File: config.mk
export PLATFORM = sky130hd
export DESIGN_NAME = base64_codec_core
export DESIGN_NICKNAME = d
export VERILOG_FILES = /design/src/design/b64c_pkg.sv /design/src/design/base64_codec_core.sv
export SDC_FILE = /design/constraint.sdc
export NUM_CORES = 1
export LEC_CHECK = 0
export ABC_CLOCK_PERIOD_IN_PS = 3550
export BUFFER_PORTS_ARGS = -buffer_cell sky130_fd_sc_hd__buf_4
export CAP_MARGIN = 0
export CORE_ASPECT_RATIO = 0.9
export CORE_MARGIN = 4
export CORE_UTILIZATION = 52
export DETAILED_ROUTE_END_ITERATION = 8
export GPL_TIMING_DRIVEN = 0
export PLACE_DENSITY_LB_ADDON = 0.15
export SYNTH_ARGS = -nofsm -noshare
export SYNTH_HDL_FRONTEND = slang
export SYNTH_SLANG_ARGS = --single-unit
File: constraint.sdc
create_clock -name clk -period 3.55 [get_ports clk]
set_input_delay 0.355 -clock clk [delete_from_list [all_inputs] [get_ports clk]]
set_output_delay 0.355 -clock clk [all_outputs]
set_load 0.01 [all_outputs]
File: src/design/b64c_pkg.sv
// ----------------------------------------------------------------------------
// Base64 codec package
// Payload types, result kinds and alphabet mapping functions.
// ----------------------------------------------------------------------------
package b64c_pkg;

    typedef enum logic [1:0] {
        KIND_DATA  = 2'd0,
        KIND_END   = 2'd1,
        KIND_ERROR = 2'd2
    } kind_t;

    typedef struct packed {
        logic [7:0] in_byte;
        logic       in_last;
    } item_t;

    typedef struct packed {
        logic [7:0] out_byte;
        kind_t      out_kind;
        logic       out_last;
    } result_t;

    localparam logic [7:0] PAD_CHAR   = 8'h3d;
    localparam logic [7:0] PLUS_CHAR  = 8'h2b;
    localparam logic [7:0] SLASH_CHAR = 8'h2f;
    localparam logic [7:0] UPPER_A    = 8'h41;
    localparam logic [7:0] UPPER_Z    = 8'h5a;
    localparam logic [7:0] LOWER_A    = 8'h61;
    localparam logic [7:0] LOWER_Z    = 8'h7a;
    localparam logic [7:0] DIGIT_0    = 8'h30;
    localparam logic [7:0] DIGIT_9    = 8'h39;

    // Maps a 6-bit value to its character of the standard alphabet.
    function automatic logic [7:0] char_of(input logic [5:0] v);
        logic [7:0] c;
        if (v < 6'd26)
        begin
            c = UPPER_A + {2'b00, v};
        end
        else if (v < 6'd52)
        begin
            c = LOWER_A + {2'b00, v - 6'd26};
        end
        else if (v < 6'd62)
        begin
            c = DIGIT_0 + {2'b00, v - 6'd52};
        end
        else if (v == 6'd62)
        begin
            c = PLUS_CHAR;
        end
        else
        begin
            c = SLASH_CHAR;
        end
        return c;
    endfunction

    // Returns the 6-bit value of a character, with bit 6 set when it is not
    // part of the alphabet.
    function automatic logic [6:0] value_of(input logic [7:0] c);
        logic [6:0] v;
        if (c >= UPPER_A && c <= UPPER_Z)
        begin
            v = 7'(c - UPPER_A);
        end
        else if (c >= LOWER_A && c <= LOWER_Z)
        begin
            v = 7'(c - LOWER_A) + 7'd26;
        end
        else if (c >= DIGIT_0 && c <= DIGIT_9)
        begin
            v = 7'(c - DIGIT_0) + 7'd52;
        end
        else if (c == PLUS_CHAR)
        begin
            v = 7'd62;
        end
        else if (c == SLASH_CHAR)
        begin
            v = 7'd63;
        end
        else
        begin
            v = 7'd64;
        end
        return v;
    endfunction

endpackage

File: src/design/base64_codec_core.sv
// ----------------------------------------------------------------------------
// Base64 codec core
// Streaming standard-alphabet base64 encoder and decoder with a mode register.
// ----------------------------------------------------------------------------
// Items enter on the item channel and results leave on the result channel,
// both valid/ready; a transfer happens when valid and ready are both high.
// cfg_write_en writes cfg_write_data as the mode (0 encode, 1 decode) and
// clears the group state; the user must see that it is written only while the
// block is idle, which the block itself does not enforce. Each accepted item
// is translated in one pass into up to four results that are loaded into a
// four-entry result buffer, so the first result is visible in the cycle after
// the transfer. The buffer drains one result per cycle while the receiver is
// ready. A new item is accepted when the buffer is empty or holds one result
// that is taken in the same cycle, so an item is not taken while earlier
// results still wait: encoding gives 1, 1 and 2 results for the bytes of a
// group and up to 4 for a final byte, and decoding at most one per character.
// A stalled receiver holds the buffer and blocks further items. Reset selects
// encode mode and empties both the group state and the buffer.
// ----------------------------------------------------------------------------
module base64_codec_core (
    input  logic              clk,
    input  logic              rst_n,
    input  logic              cfg_write_en,
    input  logic              cfg_write_data,
    input  logic              item_valid,
    output logic              item_ready,
    input  b64c_pkg::item_t   item,
    output logic              result_valid,
    input  logic              result_ready,
    output b64c_pkg::result_t result
);

    logic              mode_reg;
    logic [1:0]        pos_reg;
    logic [5:0]        carry_reg;
    logic              pad_reg;
    logic [2:0]        cnt_reg;
    b64c_pkg::result_t res_reg [4];

    logic [1:0]        pos_next;
    logic [5:0]        carry_next;
    logic              pad_next;
    logic [2:0]        cnt_next;
    b64c_pkg::result_t res_next [4];

    logic              item_xfer;
    logic              result_xfer;

    assign result_valid = (cnt_reg != 3'd0);
    assign result       = res_reg[0];
    assign result_xfer  = result_valid && result_ready;
    assign item_ready   = (cnt_reg == 3'd0) || ((cnt_reg == 3'd1) && result_ready);
    assign item_xfer    = item_valid && item_ready;

    always_comb
    begin
        logic [7:0] b;
        logic [6:0] val;
        logic       err;
        b          = item.in_byte;
        val        = b64c_pkg::value_of(b);
        err        = 1'b0;
        pos_next   = pos_reg;
        carry_next = carry_reg;
        pad_next   = pad_reg;
        cnt_next   = 3'd0;
        for (int i = 0; i < 4; i++)
        begin
            res_next[i].out_byte = 8'd0;
            res_next[i].out_kind = b64c_pkg::KIND_DATA;
            res_next[i].out_last = 1'b0;
        end

        if (!mode_reg)
        begin
            case (pos_reg)
                2'd0:
                begin
                    res_next[0].out_byte = b64c_pkg::char_of(b[7:2]);
                    carry_next           = {b[1:0], 4'b0000};
                    pos_next             = 2'd1;
                    cnt_next             = 3'd1;
                    if (item.in_last)
                    begin
                        res_next[1].out_byte = b64c_pkg::char_of(carry_next);
                        res_next[2].out_byte = b64c_pkg::PAD_CHAR;
                        res_next[3].out_byte = b64c_pkg::PAD_CHAR;
                        cnt_next             = 3'd4;
                    end
                end
                2'd1:
                begin
                    res_next[0].out_byte = b64c_pkg::char_of(carry_reg | {2'b00, b[7:4]});
                    carry_next           = {b[3:0], 2'b00};
                    pos_next             = 2'd2;
                    cnt_next             = 3'd1;
                    if (item.in_last)
                    begin
                        res_next[1].out_byte = b64c_pkg::char_of(carry_next);
                        res_next[2].out_byte = b64c_pkg::PAD_CHAR;
                        cnt_next             = 3'd3;
                    end
                end
                default:
                begin
                    res_next[0].out_byte = b64c_pkg::char_of(carry_reg | {4'b0000, b[7:6]});
                    res_next[1].out_byte = b64c_pkg::char_of(b[5:0]);
                    carry_next           = 6'd0;
                    pos_next             = 2'd0;
                    cnt_next             = 3'd2;
                end
            endcase
        end
        else
        begin
            if (b == b64c_pkg::PAD_CHAR)
            begin
                pad_next = 1'b1;
            end
            else if (val[6] || pad_reg)
            begin
                err = 1'b1;
            end
            else
            begin
                case (pos_reg)
                    2'd0:
                    begin
                        carry_next = val[5:0];
                        pos_next   = 2'd1;
                    end
                    2'd1:
                    begin
                        res_next[0].out_byte = {carry_reg, val[5:4]};
                        carry_next           = {2'b00, val[3:0]};
                        pos_next             = 2'd2;
                        cnt_next             = 3'd1;
                    end
                    2'd2:
                    begin
                        res_next[0].out_byte = {carry_reg[3:0], val[5:2]};
                        carry_next           = {4'b0000, val[1:0]};
                        pos_next             = 2'd3;
                        cnt_next             = 3'd1;
                    end
                    default:
                    begin
                        res_next[0].out_byte = {carry_reg[1:0], val[5:0]};
                        carry_next           = 6'd0;
                        pos_next             = 2'd0;
                        cnt_next             = 3'd1;
                    end
                endcase
            end

            if (err)
            begin
                res_next[0].out_kind = b64c_pkg::KIND_ERROR;
                cnt_next             = 3'd1;
            end

            // A message that ends on a lone character reports an error; one
            // that ends without any result reports an end marker.
            if (item.in_last)
            begin
                if (!err && pos_next == 2'd1)
                begin
                    res_next[0].out_kind = b64c_pkg::KIND_ERROR;
                    cnt_next             = 3'd1;
                end
                else if (cnt_next == 3'd0)
                begin
                    res_next[0].out_kind = b64c_pkg::KIND_END;
                    cnt_next             = 3'd1;
                end
            end
        end

        if (item.in_last)
        begin
            for (int i = 0; i < 4; i++)
            begin
                if (3'(i) + 3'd1 == cnt_next)
                begin
                    res_next[i].out_last = 1'b1;
                end
            end
            pos_next   = 2'd0;
            carry_next = 6'd0;
            pad_next   = 1'b0;
        end
    end

    always_ff @(posedge clk or negedge rst_n)
    begin
        if (!rst_n)
        begin
            mode_reg  <= 1'b0;
            pos_reg   <= 2'd0;
            carry_reg <= 6'd0;
            pad_reg   <= 1'b0;
        end
        else if (cfg_write_en)
        begin
            mode_reg  <= cfg_write_data;
            pos_reg   <= 2'd0;
            carry_reg <= 6'd0;
            pad_reg   <= 1'b0;
        end
        else if (item_xfer)
        begin
            pos_reg   <= pos_next;
            carry_reg <= carry_next;
            pad_reg   <= pad_next;
        end
    end

    always_ff @(posedge clk or negedge rst_n)
    begin
        if (!rst_n)
        begin
            cnt_reg <= 3'd0;
        end
        else if (item_xfer)
        begin
            cnt_reg <= cnt_next;
        end
        else if (result_xfer)
        begin
            cnt_reg <= cnt_reg - 3'd1;
        end
    end

    always_ff @(posedge clk)
    begin
        if (item_xfer)
        begin
            for (int i = 0; i < 4; i++)
            begin
                res_reg[i] <= res_next[i];
            end
        end
        else if (result_xfer)
        begin
            for (int i = 0; i < 3; i++)
            begin
                res_reg[i] <= res_reg[i + 1];
            end
        end
    end

endmodule

==> Yosys cells after proc, flatten, opt, wreduce, memory -nomap -nowiden <==
Memory sizes are Yosys's and may differ from the RTL's.
Index checks and enable logic that the tools add are counted.
{ "word_totals": {"regBits": 13, "mem_bits_rw": 44, "inputBits": 15, "output_inout_bits": 13, "wordCells": 210, "mem_count": 1} }
{ "memory_table": {"columns": ["name", "depth", "word_bits", "rd", "rd_ports_with_merged_regs", "write_ports", "line", "text"], "rows": [
  ["res_reg", 4, 11, 4, 0, 4, "base64_codec_core.sv:38", "b64c_pkg::result_t res_reg [4];"]
]} }
{ "op_classes": {"n_addsub": 36, "n_lt_le_gt_ge": 24, "n_eq_ne": 17, "muxes": 101, "bitwise": 5, "reduce_logical": 21} }
{ "ops": {"columns": ["operator", "count"], "rows": [
  ["8-bit two-way mux", 18],
  ["7-bit by 6-bit adder with 8-bit output, first input constant", 12],
  ["7-bit two-way mux", 11],
  ["6-bit < comparator, second input constant", 12],
  ["6-bit two-way mux", 11],
  ["6-bit by 6-bit adder with 7-bit output, first input constant", 6],
  ["3-bit two-way mux", 13],
  ["6-bit by 5-bit < comparator with 1-bit output, second input constant", 6],
  ["6-bit by 5-bit subtractor with 6-bit output, second input constant", 6],
  ["6-bit subtractor, second input constant", 6],
  ["11-bit two-way mux", 3],
  ["8-bit case mux with 2 select lines", 2],
  ["2-bit two-way mux", 13],
  ["6-bit == test, second input constant", 4],
  ["8-bit by 6-bit == test with 1-bit output, second input constant", 3],
  ["1-bit two-way mux", 24],
  ["8-bit case mux with 3 select lines", 1],
  ["6-bit case mux with 3 select lines", 1],
  ["8-bit by 7-bit >= comparator with 1-bit output, second input constant", 2],
  ["8-bit by 7-bit <= comparator with 1-bit output, second input constant", 2],
  ["7-bit subtractor, second input constant", 2],
  ["6-bit case mux with 2 select lines", 1],
  ["3-bit nonzero test", 3],
  ["8-bit by 6-bit >= comparator with 1-bit output, second input constant", 1],
  ["26 further kinds", 41]
]} }

==> Logic depth before layout (Yosys ltp) <==
Gate-level depths: netlist (run 1).
{ "logic_depth": {"depth_word": 21, "depth_mapped": 12, "mapped_depth_nobuf": 11} }

==> Worst setup path before layout (run 1) <==
OpenSTA, ideal clock, no wires.
{ "synth_path": {"kind": "input to register", "start": "in item[7] (netlist name)", "end": "mem res_reg[0][4] (netlist name) (data pin)", "setup_time_ns": 0.261, "arrival_ns": 2.831, "required_time_ns": 3.289, "slack_ns": 0.458, "path_stages": 11, "path_buffers": 2, "cell_sequence": "buf_2 buf_1 nor2_1 inv_1 ha_1 o21a_1 nor2_1 mux2_2 a21oi_1 nor2_1 o32a_1"} }
{ "synth_lines": {"columns": ["item", "line", "text"], "rows": [
  ["start, declared", "base64_codec_core.sv:27", "input b64c_pkg::item_t item,"],
  ["end, declared", "base64_codec_core.sv:38", null]
]} }

==> results.json, run 1 <==
{
  "multi_input_area_um2": 3820,
  "wl_per_cell_um": 20.5,
  "insertion_delay_ns": 0.29,
  "critPathMaxFanout": 10,
  "coreArea_um2": 9660,
  "ios": 28,
  "period_minus_slack_ns": 3.38,
  "status": "completed",
  "synth.distinct_cells": 86,
  "portBuffers": 27,
  "synth_top_family_by_area": "compound AO/OA/AOI/OAI gates",
  "syn_area_um2": 5160,
  "viasPerCell": 6.59,
  "ys_warn_count": 0,
  "floorplan.die.height_um": 103,
  "wl_mm": 16.5,
  "post-place-ws_ns": -0.271,
  "ant_nets": 0,
  "whs_path_depth": 3,
  "yosysSeqAreaShare_pct": 20.3,
  "holdCritStartpoint": "cfg_write_data",
  "dp.cells": 797,
  "rsz0062_at_grt": "no",
  "synthAdderAreaFrac_pct": 13.3,
  "cts_tree": "built",
  "drc": 0,
  "nets": 748,
  "p_sw_w": 0.000882,
  "overflow": 0,
  "relSlewSlack_pct": 48.6,
  "dp_hpwl_mm": 12.6,
  "p_int_w": 0.00114,
  "fmax_mhz": 296,
  "leakagePower_nw": 2.28,
  "synth.avg_cell_area_um2": 8.01,
  "ys_async_sr_fraction_pct": 35.1,
  "start_util_pct": 53.4,
  "mostFrequentLayoutCells": "58 x nand2_1, 55 x ha_1, 48 x a21oi_1",
  "grt_max_degree": 28,
  "hold_path.class": "in -> reg",
  "worstPathRequired_ns": 3.56,
  "worst_pin_slew_ns": 0.769,
  "yosys.area_share.simple_pct": 19.4,
  "drt-pass1-iter-count": 6,
  "r2r-start": "carry_reg[1]",
  "hold_viol": 0,
  "synth_seq_cells": 37,
  "synth-xor-area-share_pct": 7.64,
  "powerDensity_nw_per_um2": 359,
  "clk_pin_slew_ns": 0.07,
  "die_w_um": 113,
  "rr_endpoint": "res_reg[0][9]",
  "syn_nets": 714,
  "switching_share_pct": 43.7,
  "syn_inst": 644,
  "whs_ns": 0.273,
  "htree_num_levels": 2,
  "antenna_found_initial": 0,
  "p_seq_share_pct": 32.1,
  "clock_skew_ns": 0.00507,
  "drive_gt1_share_pct": 11.6,
  "fp-row-count": 34,
  "final_common_cell": "nand2_1",
  "synth_edf_count": 24,
  "regToRegSetupSlack_ns": 0.17,
  "critPathCaptureType": "register",
  "place.gp.congestion": 0.972,
  "vias": 5303,
  "pwr-share-comb_pct": 53.6,
  "vdd_drop_max_uv": 282,
  "worst_slack_ns": 0.174,
  "dpl-instance-area_um2": 5520,
  "ctsLongestPathBuffers": 2,
  "track_usage_pct": 28.3,
  "largest_reg_flops": 24,
  "root_buffer": "clkbuf_8",
  "min_to": "mode_reg",
  "stdcell_count": 805,
  "setup_viol": 0,
  "fin_crit_sh_pct": 95.1,
  "synth_flop_cell": "edfxtp_1",
  "final_cell_area_um2": 5620,
  "ff_latch_area_um2": 1050,
  "synth_compound_area_share_pct": 31.7,
  "fillCellCount": 886,
  "cts_buffers": 5,
  "n_antenna_cell": 0,
  "clockPowerShare_pct": 14.3,
  "grt_pass1_wl_mm": 26.1,
  "grt_pass1_vias": 4815,
  "crit_type": "reg -> reg",
  "drv_cap": 0,
  "finalMaxSlewViolations": 0,
  "clock-sinks": 37,
  "setup.worst_path.start_class": "register",
  "yosys-mux-area-fraction_pct": 1.79,
  "dr.first_iter.drc_count": 617,
  "reg2regPathDepth": 10,
  "critPathArrivalTime_ns": 3.39,
  "dieArea_um2": 11600,
  "area_growth_pct": 8.92
}
synth_stat cells, types with 3 or more instances:
cell type  count  area share (%)
nand2_1       58             4.2
ha_1          55              13
a21oi_1       48             4.7
nor2_1        46             3.3
o21ai_0       46             4.5
inv_1         33             2.4
xnor2_1       28             4.8
clkbuf_1      25             1.8
edfxtp_1      24              14
xor2_1        17             2.9
nor3_1        15             1.5
dfrtp_1       13             6.3
nand3_1       11             1.1
a211oi_1      10             1.5
a31oi_1       10             1.2
o211ai_1      10             1.5
nor2b_1        9             1.1
or2_2          9             1.1
buf_2          8            0.78
o21a_1         8             1.2
and3_1         7            0.85
nand2b_1       7            0.85
nand3b_1       7             1.0
a221oi_1       6             1.0
nor3b_1        6            0.87
o2111ai_1      6             1.0
o31ai_1        6            0.87
a2111oi_0      5            0.85
a211o_1        5            0.85
buf_1          5            0.36
nand4_1        5            0.61
a21o_1         4            0.58
a221o_1        4            0.78
mux2i_1        4            0.78
nor4_1         4            0.48
a31o_2         3            0.51
o2111a_1       3            0.65
o221ai_1       3            0.51
cell families after synthesis:
| kind of cell | Yosys count |
|---|---|
| multiplexers | 8 |
| AND/OR/NAND/NOR | 199 |
| XOR/XNOR | 45 |
| flip-flops | 37 |
| AO/OA/AOI/OAI | 225 |
| buffers and inverters | 75 |
| adder cells (fa/ha/maj) | 55 |
power groups by stage:
stage	combinational [W]	sequential [W]	clock (W)
after global placement	0.00104	0.000647	0
after global routing	0.00119	0.000656	0.000313
after CTS	0.00106	0.000646	0.000293
after detailed placement	0.00105	0.000654	0
final	0.00108	0.000648	0.000289
after floorplan	0.000705	0.000658	0
what timing repair did:
item | CTS | global route
hold endpoints to repair | 13 | 0
hold buffers | 1 | 0
buffers inserted | 0 | 0
setup endpoints to repair | 0 | 17
resized for setup | 0 | 4
final cells by class:
| class | count | area share (%) |
|---|---|---|
| Buffer | 39 | 2.98 |
| Clock buffer | 6 | 1.29 |
| Clock inverter | 2 | 0.178 |
| Inverter | 35 | 2.34 |
| Multi-Input combinational cell | 532 | 68.0 |
| Sequential cell | 37 | 18.6 |
| Tap cell | 126 | 2.80 |
| Timing Repair Buffer | 28 | 3.78 |
critical path, cell delays in order, from the launching register on:
cell and delay [ns]:
dfrtp_1 0.32, clkbuf_1 0.42, or2_2 0.27, inv_1 0.10, ha_1 0.21, xor2_1 0.17, or3b_2 0.53, o211ai_1 0.22
a21oi_1 0.11, a2111oi_1 0.57, nor3_1 0.17
metal layers:
| layer | track usage [%] | wire [um] | vias up |
|---|---|---|---|
| met5 | 0 | 0 | - |
| met4 | 8.60 | 346 | 0 |
| met3 | 3.52 | 1350 | 33 |
| met2 | 44.6 | 7490 | 283 |
| met1 | 40.8 | 7280 | 2506 |
| li1 | - | - | 2481 |
stage by stage:
stage | total power (W) | TNS, ns | util [%]
final | 0.00202 | 0 | 58.2
after detailed placement | 0.00171 | -2.99 | 57.2
after floorplan | 0.00136 | 0 | -
after CTS | 0.00200 | 0 | 58.1
after global placement | 0.00169 | -3.30 | 57.2
after global routing | 0.00216 | 0 | 58.2
how the worst max path moves through the flow:
stage | startpoint | to | slack [ns] | cells past startpoint
after floorplan | item[7] | res_reg[0][4] | 0.46 | 11
after global placement | item[3] | res_reg[0][5] | -0.29 | 11
after detailed placement | item[3] | res_reg[0][5] | -0.27 | 11
after CTS | item[3] | res_reg[0][5] | 0.02 | 11
after global routing | carry_reg[2] | res_reg[0][10] | 0.005 | 9
final | carry_reg[1] | res_reg[0][9] | 0.17 | 10
Note: power is estimated with default switching activity, not from simulation.
==> inputs of run 2 (changes only) <==
- MAX_ROUTING_LAYER: not set -> met4
==> run 2 against run 1 <==
Die area did not move. Cell count did not move. Total power fell by 0.22%. Hold slack gained 0.020 ns. Count of clock-buffer cells in the layout up 1. Critical path depth stayed put. Maximum frequency shrank 1.7%. First-iteration DRC count shrank 13%.
==> results.json, run 2 (synthesis results as in run 1) <==
{
  "start_util_pct": 53.4,
  "dp_hpwl_mm": 12.9,
  "largest_reg_flops": 24,
  "grt_pass1_vias": 4994,
  "ctsLongestPathBuffers": 2,
  "viasPerCell": 6.66,
  "worstPathRequired_ns": 3.71,
  "final_common_cell": "nand2_1",
  "power_w": 0.00201,
  "nets": 748,
  "powerDensity_nw_per_um2": 359,
  "dp.cells": 797,
  "coreArea_um2": 9660,
  "place.gp.congestion": 0.969,
  "dr.first_iter.drc_count": 537,
  "drt-pass1-iter-count": 5,
  "vdd_drop_max_uv": 295,
  "drc": 0,
  "stdcell_count": 805,
  "critPathMaxFanout": 10,
  "fin_crit_sh_pct": 96.8,
  "critPathCaptureType": "register",
  "ant_nets": 0,
  "area_growth_pct": 8.80,
  "vias": 5359,
  "finalMaxSlewViolations": 0,
  "overflow": 0,
  "ios": 28,
  "insertion_delay_ns": 0.28,
  "worst_pin_slew_ns": 0.787,
  "grt_max_degree": 28,
  "dieArea_um2": 11600,
  "htree_num_levels": 2,
  "wl_mm": 16.8,
  "root_buffer": "clkbuf_8",
  "relSlewSlack_pct": 47.1,
  "clk_pin_slew_ns": 0.07,
  "die_w_um": 113,
  "drive_gt1_share_pct": 11.2,
  "critPathArrivalTime_ns": 3.60,
  "wl_per_cell_um": 20.9,
  "clock_skew_ns": 0.00839,
  "leakagePower_nw": 2.27,
  "setup.worst_path.start_class": "input pin",
  "fmax_mhz": 291,
  "rsz0062_at_grt": "no",
  "drv_cap": 0,
  "portBuffers": 27,
  "crit_type": "in -> reg",
  "mostFrequentLayoutCells": "58 x nand2_1, 55 x ha_1, 48 x a21oi_1",
  "track_usage_pct": 29.5,
  "floorplan.die.height_um": 103,
  "cts_buffers": 5,
  "antenna_found_initial": 0,
  "postCtsSetupRepairBufs": 0,
  "hold_viol": 0,
  "whs_ns": 0.293,
  "status": "completed",
  "grt_pass1_wl_mm": 26.6,
  "n_antenna_cell": 0,
  "period_minus_slack_ns": 3.44,
  "cts_tree": "built",
  "hold_path.class": "in -> reg",
  "fp-row-count": 34,
  "clock-sinks": 37,
  "setup_viol": 0
}
run 2: path summary, 6_finish.rpt:
check                      slack (ns)      startpoint            end  cells past startpoint
setup reg to reg                 0.22    carry_reg[1]  res_reg[0][9]                     10
max in group asynchronous        2.91           rst_n       mode_reg                      2
setup / recovery                 0.11         item[6]   carry_reg[3]                     10
hold reg to reg                  0.53   res_reg[2][0]  res_reg[1][0]                      2
min in group asynchronous        0.46           rst_n   carry_reg[0]                      2
hold / removal                   0.29  cfg_write_data       mode_reg                      3
run 2: metal layers:
metal | vias up | wire, um | GRT usage (%)
li1 | 2468 | - | -
met5 | - | 0 | -
met2 | 244 | 7740 | 45.8
met3 | 28 | 1320 | 5.05
met1 | 2619 | 7430 | 40.1
met4 | 0 | 329 | 7.86
run 2: critical path, cell delays in order:
cell and delay, ns:
buf_4 0.11, buf_2 0.26, clkinv_1 0.36, ha_1 0.33
a21oi_1 0.20, a211oi_2 0.13, nor3_1 0.67, nand3b_2 0.31
a32oi_4 0.51, mux2_4 0.34
run 2: final cells by class:
type / instances / area [um2]
well taps: 126 / 158
repair buffers: 28 / 213
clock inverters: 1 / 3.75
plain buffers: 39 / 168
clock buffers: 7 / 76.3
multi-input cells: 532 / 3820
flip-flops and latches: 37 / 1050
inverters: 35 / 131
fillers: 932 / 4040
run 2: where the power goes:
part,internal [W],switching [W]
clock network,0.000137,0.000142
registers,0.000596,0.0000508
logic,0.000405,0.000683
total,0.00114,0.000877
run 2: what timing repair did:
| action | in CTS | in global routing |
|---|---|---|
| hold buffers | 1 | 0 |
| resized for setup | 0 | 4 |
| hold endpoints to repair | 13 | 0 |
| setup endpoints to repair | 3 | 4 |
run 2: stage by stage:
step | area, um2 | worst slack (ns) | util [%] | setup TNS (ns)
2_1_floorplan | 5160 | 0.458 | - | 0
3_3_place_gp | 5520 | -0.312 | 57.2 | -3.81
3_5_place_dp | 5520 | -0.336 | 57.2 | -3.76
4_1_cts | 5610 | 0.0360 | 58.1 | 0
5_1_grt | 5610 | 0.0526 | 58.1 | 0
6_report | 5610 | 0.114 | 58.1 | 0
